==> config.mk <==
export PLATFORM = sky130hd
export DESIGN_NAME = plm_cell
export DESIGN_NICKNAME = d
export VERILOG_FILES = /design/src/sv/assert_macros.svh /design/src/sv/plm_pkg.sv /design/src/sv/plm_cell.sv
export SDC_FILE = /design/constraint.sdc
export NUM_CORES = 1
export LEC_CHECK = 0
export ABC_AREA = 1
export BUFFER_PORTS_ARGS = -buffer_cell sky130_fd_sc_hd__buf_2
export CORE_UTILIZATION = 48
export DETAILED_ROUTE_END_ITERATION = 10
export GPL_ROUTABILITY_DRIVEN = 0
export PLACE_DENSITY_LB_ADDON = 0.05
export SYNTH_ARGS = -nofsm -noshare
export SYNTH_HDL_FRONTEND = slang
export SYNTH_SLANG_ARGS = --single-unit
==> constraint.sdc <==
create_clock -name i_clk -period 4.7 [get_ports i_clk]
set_input_delay 0.94 -clock i_clk [delete_from_list [all_inputs] [get_ports i_clk]]
set_output_delay 0.94 -clock i_clk [all_outputs]
set_load 0.03 [all_outputs]
==> src/sv/assert_macros.svh <==
// Assertion helpers shared by the RTL.
`ifndef ASSERT_MACROS_SVH
`define ASSERT_MACROS_SVH

// Implication checked on every rising clock edge outside reset.
`define ASSERT_IMPL(label, ante, cons, msg) \
    label: assert property (@(posedge i_clk) disable iff (!i_rst_n) (ante) |-> (cons)) \
        else $error(msg);

// Condition that must never be seen outside reset.
`define ASSERT_NEVER(label, cond, msg) \
    label: assert property (@(posedge i_clk) disable iff (!i_rst_n) !(cond)) \
        else $error(msg);

`endif

==> src/sv/plm_pkg.sv <==
`timescale 1ns / 1ps
`default_nettype none
// ----------------------------------------------------------------------------
// plm_pkg
// Shared codes, widths and the control bundle for the list editor cells.
// ----------------------------------------------------------------------------
package plm_pkg;

    localparam int CAPACITY_DEF = 128;
    // Widest control fields, sized for the largest supported list.
    localparam int CNT_MAX_W    = 11;

    localparam logic [2:0] OP_CLEAR     = 3'd0;
    localparam logic [2:0] OP_APPEND    = 3'd1;
    localparam logic [2:0] OP_INSERT    = 3'd2;
    localparam logic [2:0] OP_OVERWRITE = 3'd3;
    localparam logic [2:0] OP_DELETE    = 3'd4;
    localparam logic [2:0] OP_READ      = 3'd5;

    localparam logic [1:0] ST_OK     = 2'd0;
    localparam logic [1:0] ST_EMPTY  = 2'd1;
    localparam logic [1:0] ST_FULL   = 2'd2;
    localparam logic [1:0] ST_BADPOS = 2'd3;

    localparam logic [2:0] ACT_NONE  = 3'd0;
    localparam logic [2:0] ACT_WRITE = 3'd1;
    localparam logic [2:0] ACT_INS   = 3'd2;
    localparam logic [2:0] ACT_DEL   = 3'd3;
    localparam logic [2:0] ACT_LOAD  = 3'd4;
    localparam logic [2:0] ACT_SHIFT = 3'd5;

    typedef struct packed {
        logic [2:0]           act;
        logic [CNT_MAX_W-1:0] pos_idx;  // 0-based target cell
        logic [CNT_MAX_W-1:0] count;    // entry count before the item
        logic [31:0]          val;
    } t_cell_ctl;

endpackage
`default_nettype wire

==> src/sv/plm_cell.sv <==
`timescale 1ns / 1ps
`default_nettype none
// ----------------------------------------------------------------------------
// plm_cell
// One list slot: holds a word and a read lane stage, takes from neighbors.
// ----------------------------------------------------------------------------
module plm_cell
    import plm_pkg::*;
#(
    parameter int IDX = 0
) (
    input  wire logic        i_clk,
    input  wire t_cell_ctl   i_ctl,
    input  wire logic [31:0] i_left_word,
    input  wire logic [31:0] i_right_word,
    input  wire logic [31:0] i_right_lane,
    output logic      [31:0] o_word,
    output logic      [31:0] o_lane
);

    localparam logic [CNT_MAX_W-1:0] K = CNT_MAX_W'(IDX);

    logic [31:0] r_word, n_word;
    logic [31:0] r_lane, n_lane;

    always_comb begin
        n_word = r_word;
        n_lane = r_lane;
        case (i_ctl.act)
            ACT_WRITE: begin
                if (K == i_ctl.pos_idx) n_word = i_ctl.val;
            end
            ACT_INS: begin
                if (K == i_ctl.pos_idx) begin
                    n_word = i_ctl.val;
                end else if (K > i_ctl.pos_idx && K <= i_ctl.count) begin
                    n_word = i_left_word;
                end
            end
            ACT_DEL: begin
                if (K >= i_ctl.pos_idx && (K + 1'b1) < i_ctl.count) n_word = i_right_word;
            end
            ACT_LOAD:  n_lane = r_word;
            ACT_SHIFT: n_lane = i_right_lane;
            default: ;
        endcase
    end

    always_ff @(posedge i_clk) begin
        r_word <= n_word;
        r_lane <= n_lane;
    end

    assign o_word = r_word;
    assign o_lane = r_lane;

endmodule
`default_nettype wire

==> impl_metrics.py <==
metrics = {
    "cts": {
        "clock-root-buffer": "sky130_fd_sc_hd__clkbuf_8",
        "h-tree-depth": 3,
        "tritoncts": "done",
        "cts_hold_repair_buffers": 0,
        "ctsLongestPathBuffers": 2,
        "post_cts_setup_driven_buffer_insertion_count": 0,
        "clk_pin_slew_ns": 0.07,
        "clock_tree_sinks": 64,
        "numCtsBuffers": 9,
        "clk_latency_ns": 0.33,
        "cts.repair.resized": 0,
    },
    "power": {
        "power.density_cell_area_mw_per_mm2": 250,
        "power.ir.vdd_worst_mv": 0.139,
        "leakage_nw": 2.64,
    },
    "cells_and_area": {
        "instances_no_fill": 753,
        "areaGrowthSynthToFinish_pct": 34.1,
        "num-nets-final": 799,
        "filler_cell_count": 673,
        "final_design_area_no_fill_mm2": 0.00516,
        "fin_util": 0.668,
        "layout-drive-gt1-share": 0.426,
    },
    "run": {
        "drv.max_cap_violation_count": 0,
    },
    "floorplan": {
        "floorplan.die.height_um": 91.5,
        "die_x_um": 91.5,
        "ioPinCount": 218,
        "effective_utilization_at_floorplan": 0.498,
        "rows": 32,
        "core_area_mm2": 0.00773,
        "die_area_mm2": 0.00838,
    },
    "grt": {
        "grt_start_max_net_pins": 35,
        "first_global_vias": 3618,
        "globalRouteTotalUtil": 0.262,
        "grt_antenna_before_repair": 1,
        "grt_pass1_wl_mm": 16.7,
        "gr-total-overflow": 0,
    },
    "critical_path": {
        "critical_path_cell_count": 5,
        "cp_data_arrival_time_ns": 2.86,
        "worstSetupEndpoint": "o_word[27]$_DFFE_PP_",
        "cp_slowest_stage_delay_ns": 0.74,
        "worstReg2RegEnd": "o_lane[23]$_DFFE_PP_",
        "worst-path-buf-inv": 2,
        "worst-endpoint-required_ns": 4.65,
        "timing.setup.critical_path_class": "input pin to register",
        "crit_family": "simple AND/OR/NAND/NOR gates",
        "critical_path.reg2reg.startpoint": "o_word[23]$_DFFE_PP_",
        "setup.worst_path.end_class": "register",
        "timing.reg2reg.worst_path_depth": 1,
        "critPathSlowestCell": "sky130_fd_sc_hd__nor2_4",
        "r2r_setup_slk_ns": 3.75,
        "worstPathCellList": "buf_2 -> inv_2 -> o21ai_0 -> or2_0 -> nor2_4",
        "worst_setup_path_startpoint": "i_ctl[56]",
        "crit_fanout": 34,
        "startpoint_type": "input pin",
    },
    "detailed_routing": {
        "routed-via-count": 3727,
        "route.detailed.wl_per_inst_um": 14.6,
        "route.final.wire_length_mm": 11.0,
        "drtPass1Iterations": 7,
        "post_detailed_route_count_of_antenna_violating_nets": 0,
        "drt-vias-per-instance": 4.95,
        "drtIter0Drc": 148,
        "remaining_design_rule_violation_count": 0,
    },
    "synthesis": {
        "async_set_or_reset_flop_fraction_in_the_synthesized_netlist": 0,
        "ys_ff_latch": 64,
        "distinct_cell_type_count_after_synthesis": 21,
        "netlist_top_cells_area": "sky130_fd_sc_hd__edfxtp_1 50%, sky130_fd_sc_hd__nand3_1 12%, sky130_fd_sc_hd__inv_1 9.6%",
        "dominantRegCellSynth": "sky130_fd_sc_hd__edfxtp_1",
        "mean_post_synth_cell_area_um2": 8.79,
        "synth.largest_area_cell": "sky130_fd_sc_hd__edfxtp_1",
        "synth.top_cell.area_share": 0.499,
        "yosysWarnings": 0,
        "most_frequent_cells_after_synthesis": "98 x sky130_fd_sc_hd__inv_1, 96 x sky130_fd_sc_hd__nand3_1, 68 x sky130_fd_sc_hd__nand2_1",
        "ys_seq_area_frac": 0.499,
        "netlist_area_mm2": 0.00385,
        "yosysMostFrequentCell": "sky130_fd_sc_hd__inv_1",
        "synth_enable_flop_cells": 64,
        "synth_cells": 438,
        "synth_fp_nets": 592,
    },
    "timing": {
        "report.final.setup_viol": 0,
        "finalWorstPathRequiredPeriod_ns": 2.91,
        "fmaxAchievable_mhz": 344,
        "clock_skew_ns": 0.00956,
        "tns_ns": 0,
        "fin_hold_ws_ns": 0.575,
        "fin_crit_sh": 0.619,
        "slew_viol_final": 0,
        "grt_setup_unrepaired": "no",
        "timing.max_slew.rel_slack": 0.213,
        "worstMarginPinSlew_ns": 1.18,
        "finalHoldViolCount": 0,
    },
    "placed_design": {
        "placed_cell_area_mm2": 0.00497,
        "dpl.hpwl_mm": 7.43,
        "placed_cells_incl_taps": 736,
        "port-buffer-count": 216,
    },
    "outcome": {
        "status": "finished, final reports clean",
    },
    "worst_hold_path": {
        "hold_class": "register to register",
    },
}
==> state kept, by name, indices dropped and copies added (netlist names) <==
register and cells:
o_lane 32, o_word 32
==> cells in the final DEF (no fill, tap or decap), types with 2 or more instances in the layout <==
| cell type | Yosys | layout |
|---|---|---|
| sky130_fd_sc_hd__buf_2 | 19 | 216 |
| sky130_fd_sc_hd__inv_1 | 98 | 98 |
| sky130_fd_sc_hd__nand3_1 | 96 | 96 |
| sky130_fd_sc_hd__nand2_1 | 68 | 68 |
| sky130_fd_sc_hd__edfxtp_1 | 64 | 64 |
| sky130_fd_sc_hd__o21ai_0 | 33 | 33 |
| sky130_fd_sc_hd__mux2_2 | 22 | 22 |
| sky130_fd_sc_hd__mux2_4 | 10 | 10 |
| sky130_fd_sc_hd__clkbuf_8 | 0 | 9 |
| sky130_fd_sc_hd__nor2_1 | 10 | 8 |
| sky130_fd_sc_hd__buf_4 | 0 | 5 |
| sky130_fd_sc_hd__nor2_2 | 1 | 2 |
| sky130_fd_sc_hd__inv_2 | 2 | 2 |
| sky130_fd_sc_hd__nor2_4 | 1 | 2 |
| sky130_fd_sc_hd__or2_2 | 2 | 2 |
| sky130_fd_sc_hd__clkinv_2 | 0 | 2 |
==> worst min-delay path by stage <==
stage / from / end / slack (ns) / cells after the start
3_3_place_gp: o_word[8]$_DFFE_PP_ / o_lane[8]$_DFFE_PP_ / 0.55 / 1
3_5_place_dp: o_word[22]$_DFFE_PP_ / o_lane[22]$_DFFE_PP_ / 0.56 / 1
2_1_floorplan: o_word[10]$_DFFE_PP_ / o_lane[10]$_DFFE_PP_ / 0.80 / 1
6_report: o_word[11]$_DFFE_PP_ / o_lane[11]$_DFFE_PP_ / 0.57 / 1
4_1_cts: o_word[11]$_DFFE_PP_ / o_lane[11]$_DFFE_PP_ / 0.58 / 1
5_1_grt: o_word[7]$_DFFE_PP_ / o_lane[7]$_DFFE_PP_ / 0.60 / 1
==> report_power, final <==
group	total, mW	switching (mW)	internal [mW]
sequential	0.639	0.00152	0.637
combinational	0.190	0.104	0.0861
clock	0.461	0.218	0.243
total	1.29	0.324	0.966
==> stage by stage <==
step	power [mW]	setup WS [ns]
floorplan	0.754	1.33
global placement	0.836	1.50
detailed placement	0.842	1.44
CTS	1.29	1.80
global route	1.34	1.67
finish	1.29	1.79
==> layer usage <==
layer	track usage	vias to the layer above	routed length, µm
li1	-	1838	-
met5	0	-	0
met4	0.108	0	166
met2	0.477	209	5640
met3	0.0477	16	937
met1	0.299	1664	4240
==> cell type report <==
cell class                 instances  area (µm²)  share of cell area
antenna                            1        2.50            0.000485
clock buffer                      10         128              0.0247
clock inverter                     6        60.1              0.0116
inverter                         100         375              0.0727
multi-input combinational        249        1430               0.277
sequential                        64        1920               0.372
tap                              102         128              0.0247
timing repair buffer             221        1120               0.217
==> kinds of logic after synthesis <==
kind of cell,share of synthesized area
flip-flops,0.499
AND/OR/NAND/NOR,0.220
multiplexers,0.103
buffers and inverters,0.134
AO/OA/AOI/OAI,0.0429
No activity file was read; power rests on OpenSTA's default activity.
