File: src/sv/assert_macros.svh
// Assertion helpers shared by the RTL.
`ifndef ASSERT_MACROS_SVH
`define ASSERT_MACROS_SVH

// Implication checked on every rising clock edge outside reset.
`define ASSERT_IMPL(label, ante, cons, msg) \
    label: assert property (@(posedge i_clk) disable iff (!i_rst_n) (ante) |-> (cons)) \
        else $error(msg);

// Condition that must never be seen outside reset.
`define ASSERT_NEVER(label, cond, msg) \
    label: assert property (@(posedge i_clk) disable iff (!i_rst_n) !(cond)) \
        else $error(msg);

`endif

File: src/sv/plm_pkg.sv
`timescale 1ns / 1ps
`default_nettype none
// ----------------------------------------------------------------------------
// plm_pkg
// Shared codes, widths and the control bundle for the list editor cells.
// ----------------------------------------------------------------------------
package plm_pkg;

    localparam int CAPACITY_DEF = 128;
    // Widest control fields, sized for the largest supported list.
    localparam int CNT_MAX_W    = 11;

    localparam logic [2:0] OP_CLEAR     = 3'd0;
    localparam logic [2:0] OP_APPEND    = 3'd1;
    localparam logic [2:0] OP_INSERT    = 3'd2;
    localparam logic [2:0] OP_OVERWRITE = 3'd3;
    localparam logic [2:0] OP_DELETE    = 3'd4;
    localparam logic [2:0] OP_READ      = 3'd5;

    localparam logic [1:0] ST_OK     = 2'd0;
    localparam logic [1:0] ST_EMPTY  = 2'd1;
    localparam logic [1:0] ST_FULL   = 2'd2;
    localparam logic [1:0] ST_BADPOS = 2'd3;

    localparam logic [2:0] ACT_NONE  = 3'd0;
    localparam logic [2:0] ACT_WRITE = 3'd1;
    localparam logic [2:0] ACT_INS   = 3'd2;
    localparam logic [2:0] ACT_DEL   = 3'd3;
    localparam logic [2:0] ACT_LOAD  = 3'd4;
    localparam logic [2:0] ACT_SHIFT = 3'd5;

    typedef struct packed {
        logic [2:0]           act;
        logic [CNT_MAX_W-1:0] pos_idx;  // 0-based target cell
        logic [CNT_MAX_W-1:0] count;    // entry count before the item
        logic [31:0]          val;
    } t_cell_ctl;

endpackage
`default_nettype wire

File: src/sv/plm_ctrl.sv
`timescale 1ns / 1ps
`default_nettype none
// ----------------------------------------------------------------------------
// plm_ctrl
// Decodes items, keeps the entry count, steers the cells, holds the result.
// ----------------------------------------------------------------------------
module plm_ctrl
    import plm_pkg::*;
#(
    parameter int CAPACITY = CAPACITY_DEF
) (
    input  wire logic        i_clk,
    input  wire logic        i_rst_n,
    input  wire logic        i_valid,
    output logic             o_ready,
    input  wire logic [2:0]  i_operation,
    input  wire logic [7:0]  i_position,
    input  wire logic [31:0] i_item_value,
    input  wire logic [31:0] i_lane0,
    output t_cell_ctl        o_ctl,
    output logic             o_valid,
    input  wire logic        i_ready,
    output logic      [1:0]  o_status,
    output logic      [31:0] o_read_value,
    output logic      [7:0]  o_count_after
);

    localparam int IDXW = $clog2(CAPACITY);
    localparam int CNTW = $clog2(CAPACITY + 1);
    localparam int CW   = ((CNTW > 8) ? CNTW : 8) + 1;
    localparam logic [CW-1:0] CAP_W = CW'(CAPACITY);

    localparam logic S_IDLE = 1'b0;
    localparam logic S_READ = 1'b1;

    logic            r_state, n_state;
    logic [CNTW-1:0] r_count, n_count;
    logic [IDXW-1:0] r_rd_cnt, n_rd_cnt;
    logic            r_out_valid, n_out_valid;
    logic [1:0]      r_status, n_status;
    logic [31:0]     r_rd_val, n_rd_val;
    logic [7:0]      r_cnt_out, n_cnt_out;

    logic            w_accept;
    logic [CW-1:0]   w_pos, w_cnt, w_pc;

    assign o_ready  = (r_state == S_IDLE) && (!r_out_valid || i_ready);
    assign w_accept = i_valid && o_ready;
    assign w_pos    = CW'(i_position);
    assign w_cnt    = CW'(r_count);

    always_comb begin
        n_state     = r_state;
        n_count     = r_count;
        n_rd_cnt    = r_rd_cnt;
        n_out_valid = r_out_valid && !i_ready;
        n_status    = r_status;
        n_rd_val    = r_rd_val;
        n_cnt_out   = r_cnt_out;
        o_ctl.act     = ACT_NONE;
        o_ctl.pos_idx = '0;
        o_ctl.count   = CNT_MAX_W'(r_count);
        o_ctl.val     = i_item_value;
        w_pc          = '0;

        if (r_state == S_READ) begin
            if (r_rd_cnt == '0) begin
                n_state     = S_IDLE;
                n_out_valid = 1'b1;
                n_status    = ST_OK;
                n_rd_val    = i_lane0;
            end else begin
                o_ctl.act = ACT_SHIFT;
                n_rd_cnt  = r_rd_cnt - 1'b1;
            end
        end else if (w_accept) begin
            n_status = ST_OK;
            n_rd_val = '0;
            case (i_operation)
                OP_CLEAR: n_count = '0;
                OP_APPEND: begin
                    if (w_cnt >= CAP_W) begin
                        n_status = ST_FULL;
                    end else begin
                        o_ctl.act     = ACT_WRITE;
                        o_ctl.pos_idx = CNT_MAX_W'(r_count);
                        n_count       = r_count + 1'b1;
                    end
                end
                OP_INSERT: begin
                    if (r_count == '0) begin
                        n_status = ST_EMPTY;
                    end else if (w_cnt >= CAP_W) begin
                        n_status = ST_FULL;
                    end else begin
                        // clamp position to 1..count+1
                        w_pc = (w_pos == '0) ? CW'(1) : w_pos;
                        if (w_pc > w_cnt + 1'b1) w_pc = w_cnt + 1'b1;
                        o_ctl.act     = ACT_INS;
                        o_ctl.pos_idx = CNT_MAX_W'(w_pc - 1'b1);
                        n_count       = r_count + 1'b1;
                    end
                end
                OP_OVERWRITE, OP_DELETE, OP_READ: begin
                    if (r_count == '0) begin
                        n_status = ST_EMPTY;
                    end else if (w_pos == '0 || w_pos > w_cnt) begin
                        n_status = ST_BADPOS;
                    end else begin
                        o_ctl.pos_idx = CNT_MAX_W'(w_pos - 1'b1);
                        if (i_operation == OP_OVERWRITE) begin
                            o_ctl.act = ACT_WRITE;
                        end else if (i_operation == OP_DELETE) begin
                            o_ctl.act = ACT_DEL;
                            n_count   = r_count - 1'b1;
                        end else begin
                            // lanes copy the words, then walk toward cell 0
                            o_ctl.act = ACT_LOAD;
                            n_rd_cnt  = IDXW'(w_pos - 1'b1);
                            n_state   = S_READ;
                        end
                    end
                end
                default: ;
            endcase
            n_cnt_out = 8'(n_count);
            if (n_state == S_IDLE) n_out_valid = 1'b1;
        end
    end

    always_ff @(posedge i_clk) begin
        if (!i_rst_n) begin
            r_state     <= S_IDLE;
            r_count     <= '0;
            r_out_valid <= 1'b0;
            r_rd_cnt    <= '0;
        end else begin
            r_state     <= n_state;
            r_count     <= n_count;
            r_out_valid <= n_out_valid;
            r_rd_cnt    <= n_rd_cnt;
        end
        r_status  <= n_status;
        r_rd_val  <= n_rd_val;
        r_cnt_out <= n_cnt_out;
    end

    assign o_valid       = r_out_valid;
    assign o_status      = r_status;
    assign o_read_value  = r_rd_val;
    assign o_count_after = r_cnt_out;

endmodule
`default_nettype wire

File: config.mk
export PLATFORM = sky130hd
export DESIGN_NAME = plm_ctrl
export DESIGN_NICKNAME = d
export VERILOG_FILES = /design/src/sv/assert_macros.svh /design/src/sv/plm_pkg.sv /design/src/sv/plm_ctrl.sv
export SDC_FILE = /design/constraint.sdc
export NUM_CORES = 1
export LEC_CHECK = 0
export BUFFER_PORTS_ARGS = -buffer_cell sky130_fd_sc_hd__buf_2
export CAP_MARGIN = 10
export CORE_MARGIN = 1.5
export CORE_UTILIZATION = 54
export CTS_CLUSTER_SIZE = 14
export DETAILED_ROUTE_END_ITERATION = 7
export PLACE_DENSITY = 0.94
export SETUP_SLACK_MARGIN = 0.1
export SKIP_CTS_REPAIR_TIMING = 1
export SLEW_MARGIN = 30
export SYNTH_ARGS = -nofsm -noshare
export SYNTH_HDL_FRONTEND = slang
export SYNTH_SLANG_ARGS = --single-unit
export TNS_END_PERCENT = 30
File: constraint.sdc
create_clock -name i_clk -period 11.3 [get_ports i_clk]
set_input_delay 0 -clock i_clk [delete_from_list [all_inputs] [get_ports i_clk]]
set_output_delay 0 -clock i_clk [all_outputs]
set_load 0.01 [all_outputs]
==> flow_summary.yaml <==
grt:
  grt_usage_pct: 30.9
  grt_overflow: 0
  grt_first_pass_wirelength_mm: 23.6
  grt_max_degree: 52
  antenna_found_initial: 0
  grt_pass1_vias: 4532
power_and_ir_drop:
  p_leak_nw: 2.28
  power_density_nw_per_um2: 102
  p_sw_share_pct: 31.2
  power.switching_mw: 0.178
  p_clk_share_pct: 32.5
  vdd_drop_max_uv: 42.4
  seq_power_share_pct: 43.7
  p_comb_share_pct: 23.8
  intPower_mw: 0.393
critical_path:
  reg2regPathDepth: 8
  reg2reg_from: "r_count[5]"
  endpoint: "o_ctl[47]"
  worstPathMaxFanout: 16
  end_kind: "primary output"
  start_kind: "flip-flop"
  required_ns: 11.30
  critPathKind: "reg2out"
  rrSetupSlack_ns: 7.84
  path_cells: "nand4_1, nor2_1, nand3_1, xnor2_1, ha_1, inv_1, o22ai_1, o41ai_1, or2_1, mux2_2, ha_1, nand2_1, xnor2_1, a21oi_1, o31ai_1, a31oi_1, buf_2"
  cp.arrival_ns: 5.22
  slowest_delay_ns: 0.67
  cp-startpoint: "r_count[3]"
  r2r_end: "o_valid"
  cp_slowest_cell: "dfxtp_1"
floorplanning:
  dieHeight_um: 97.3
  core_area_sq_um: 8680
  rows: 34
  ios: 180
  initial_core_util_pct: 55.3
  dieArea_sq_um: 9460
  die_w_um: 97.3
routing:
  first_iter_violations: 593
  postRouteAntennaNets: 0
  vias: 4928
  vias_per_cell: 6.44
  wl_mm: 15.6
  drt_pass1_iterations: 5
  drc: 0
  wl_per_cell_um: 20.4
timing:
  drv_slew: 0
  final-setup-viol-count: 0
  fin_worst_skew_ns: 0.0157
  whs_ns: -0.0219
  max_freq_ghz: 0.192
  min_period_ns: 5.22
  setup_tns_ns: 0
  max_slew_margin_pct: 39.5
  timing_hold_violations_final: 1
  finalCritPeriodShare_pct: 46.2
  max_slew.worst_pin.slew_ns: 0.908
  rsz0062_at_grt: "false"
placement:
  portBuffers: 112
  gp_congestion: 1.07
  hpwl_mm: 10.9
cts:
  numCtsBuffers: 9
  clock_sinks: 59
  root_buffer: "clkbuf_8"
  clk_path_buf_depth: 2
  cts_tree: "yes"
  insertion_delay_ns: 0.35
  cts_max_level: 3
  clk_pin_slew_worst_paths_ns: 0.08
synth:
  ys_types: 79
  syn-cell-area_sq_um: 4800
  yosys_warnings: 0
  synthFlopType: "edfxtp_1"
  synth_seq_cells: 59
  yosysSeqAreaShare_pct: 33.4
  async_reset_ff_share_pct: 0
  synth_edf_count: 42
  avgSynthCellArea_sq_um: 8.40
  synth_cells: 571
final_layout:
  antenna_cells: 0
  fin_nets: 754
  utilization_pct: 64.3
  layout-drive-gt1-share_pct: 22.7
  regArea_sq_um: 1600
  n_fill_cell: 699
  multiInputGateArea_sq_um: 2670
  areaGrowthSynthToFinish_pct: 16.4
  layout_commonest_cell: "buf_2"
  most-common-layout-cells: "112 x buf_2, 43 x nor2_1, 42 x edfxtp_1, 38 x nand2_1, 33 x and2_1"
outcome:
  outcome: "complete, but fails checks"
  violations: "hold timing"
job:
  cap_violations: 0
worst_hold_path:
  hold_class: "in2reg"
-- worst min path at each step --
stage                                start               end  slack (ns)  cells after the start
final                          i_lane0[24]  o_read_value[24]       -0.02                      2
after detailed placement  i_item_value[24]         o_ctl[24]     0.00007                      0
after global routing           i_lane0[24]  o_read_value[24]       -0.02                      2
after floorplan            i_item_value[0]          o_ctl[0]        0.09                      1
after CTS                      i_lane0[29]  o_read_value[29]       -0.07                      2
after global placement    i_item_value[24]         o_ctl[24]     0.00007                      0
-- through the flow --
stage                     area [sq um]  std cells  power, mW  worst slack, ns
after CTS                         5270        734      0.559             6.27
after global routing              5580        765      0.593             5.71
after floorplan                   4810        573      0.348             7.36
after global placement            5080        718      0.374             6.82
final                             5580        765      0.571             6.08
after detailed placement          5090        718      0.376             6.67
-- worst max-delay path: cells and delay by family (launching register included) --
family          cells  cell delay (ns)
flops               1             0.67
compound gates      5             1.12
fa+ha+maj           2             0.59
mux                 1             0.41
buf+inv             2             0.21
simple gates        5             1.34
xor+xnor            2             0.50
-- sequential cells by signal, indices dropped and copies added (netlist names) --
| name | flops |
|---|---|
| o_valid | 1 |
| r_rd_cnt | 7 |
| o_count_after | 8 |
| r_count | 8 |
| o_read_value | 32 |
| r_state | 1 |
| o_status | 2 |
-- per-layer routing --
| metal | track usage, % | up-vias | part of all wire (%) |
|---|---|---|---|
| li1 | - | 2214 | - |
| met2 | 47.8 | 405 | 45 |
| met4 | 16.3 | 0 | 4.8 |
| met1 | 41.0 | 2232 | 38 |
| met5 | 0 | - | 0 |
| met3 | 6.33 | 77 | 12 |
-- area by class of cell --
class	count	area share [%]
clock inverter	7	1.05
sequential	59	28.7
clock buffer	9	2.22
timing repair buffer	147	16.1
tap	108	2.42
inverter	25	1.68
multi-input combinational	410	47.8
-- logic make-up (layout without fill, tap and decap cells) --
group	after synthesis	after routing	share of synthesized area, %
simple gates	207	207	22.8
compound gates	151	151	21.3
buf+inv	104	188	11.4
flops	59	59	33.4
fa+ha+maj	23	23	6.00
xor+xnor	17	17	3.10
mux	9	9	1.96
other cells	1	3	0.0782
-- cell usage after synthesis (3+ instances only) --
| cell type | instances | share of area [%] |
|---|---|---|
| nand3_1 | 18 | 1.9 |
| mux2_2 | 3 | 0.70 |
| a211oi_1 | 4 | 0.63 |
| xor2_1 | 3 | 0.55 |
| o31ai_1 | 6 | 0.94 |
| nor2b_1 | 6 | 0.78 |
| a31oi_1 | 9 | 1.2 |
| a21oi_1 | 30 | 3.1 |
| dfxtp_1 | 17 | 7.1 |
| ha_1 | 23 | 6.0 |
| inv_2 | 4 | 0.31 |
| inv_1 | 18 | 1.4 |
| and3_1 | 4 | 0.52 |
| nand4_1 | 10 | 1.3 |
| a22oi_1 | 6 | 0.94 |
| o21ai_0 | 24 | 2.5 |
| or4_1 | 4 | 0.63 |
| clkbuf_1 | 29 | 2.3 |
| buf_4 | 36 | 5.6 |
| nor3_1 | 15 | 1.6 |
| xnor2_1 | 14 | 2.6 |
| or3_1 | 5 | 0.65 |
| o21a_1 | 3 | 0.47 |
| nor2_1 | 43 | 3.4 |
| and2_1 | 33 | 4.3 |
| mux2i_1 | 6 | 1.3 |
| o22ai_1 | 7 | 0.91 |
| nand2_1 | 38 | 3.0 |
| nand2b_1 | 7 | 0.91 |
| edfxtp_1 | 42 | 26 |
| nor4_1 | 6 | 0.78 |
| o211ai_1 | 5 | 0.78 |
| a211o_1 | 3 | 0.55 |
| o21ai_1 | 16 | 1.7 |
| buf_2 | 12 | 1.3 |
| clkinv_1 | 3 | 0.23 |
-- power groups by stage --
stage	Clock [mW]	Combinational (mW)	Sequential (mW)
3_5_place_dp	0	0.122	0.254
2_1_floorplan	0	0.0913	0.257
3_3_place_gp	0	0.121	0.253
6_report	0.186	0.136	0.249
5_1_grt	0.195	0.147	0.250
4_1_cts	0.187	0.123	0.249
Power figures use the tool's default switching activity.
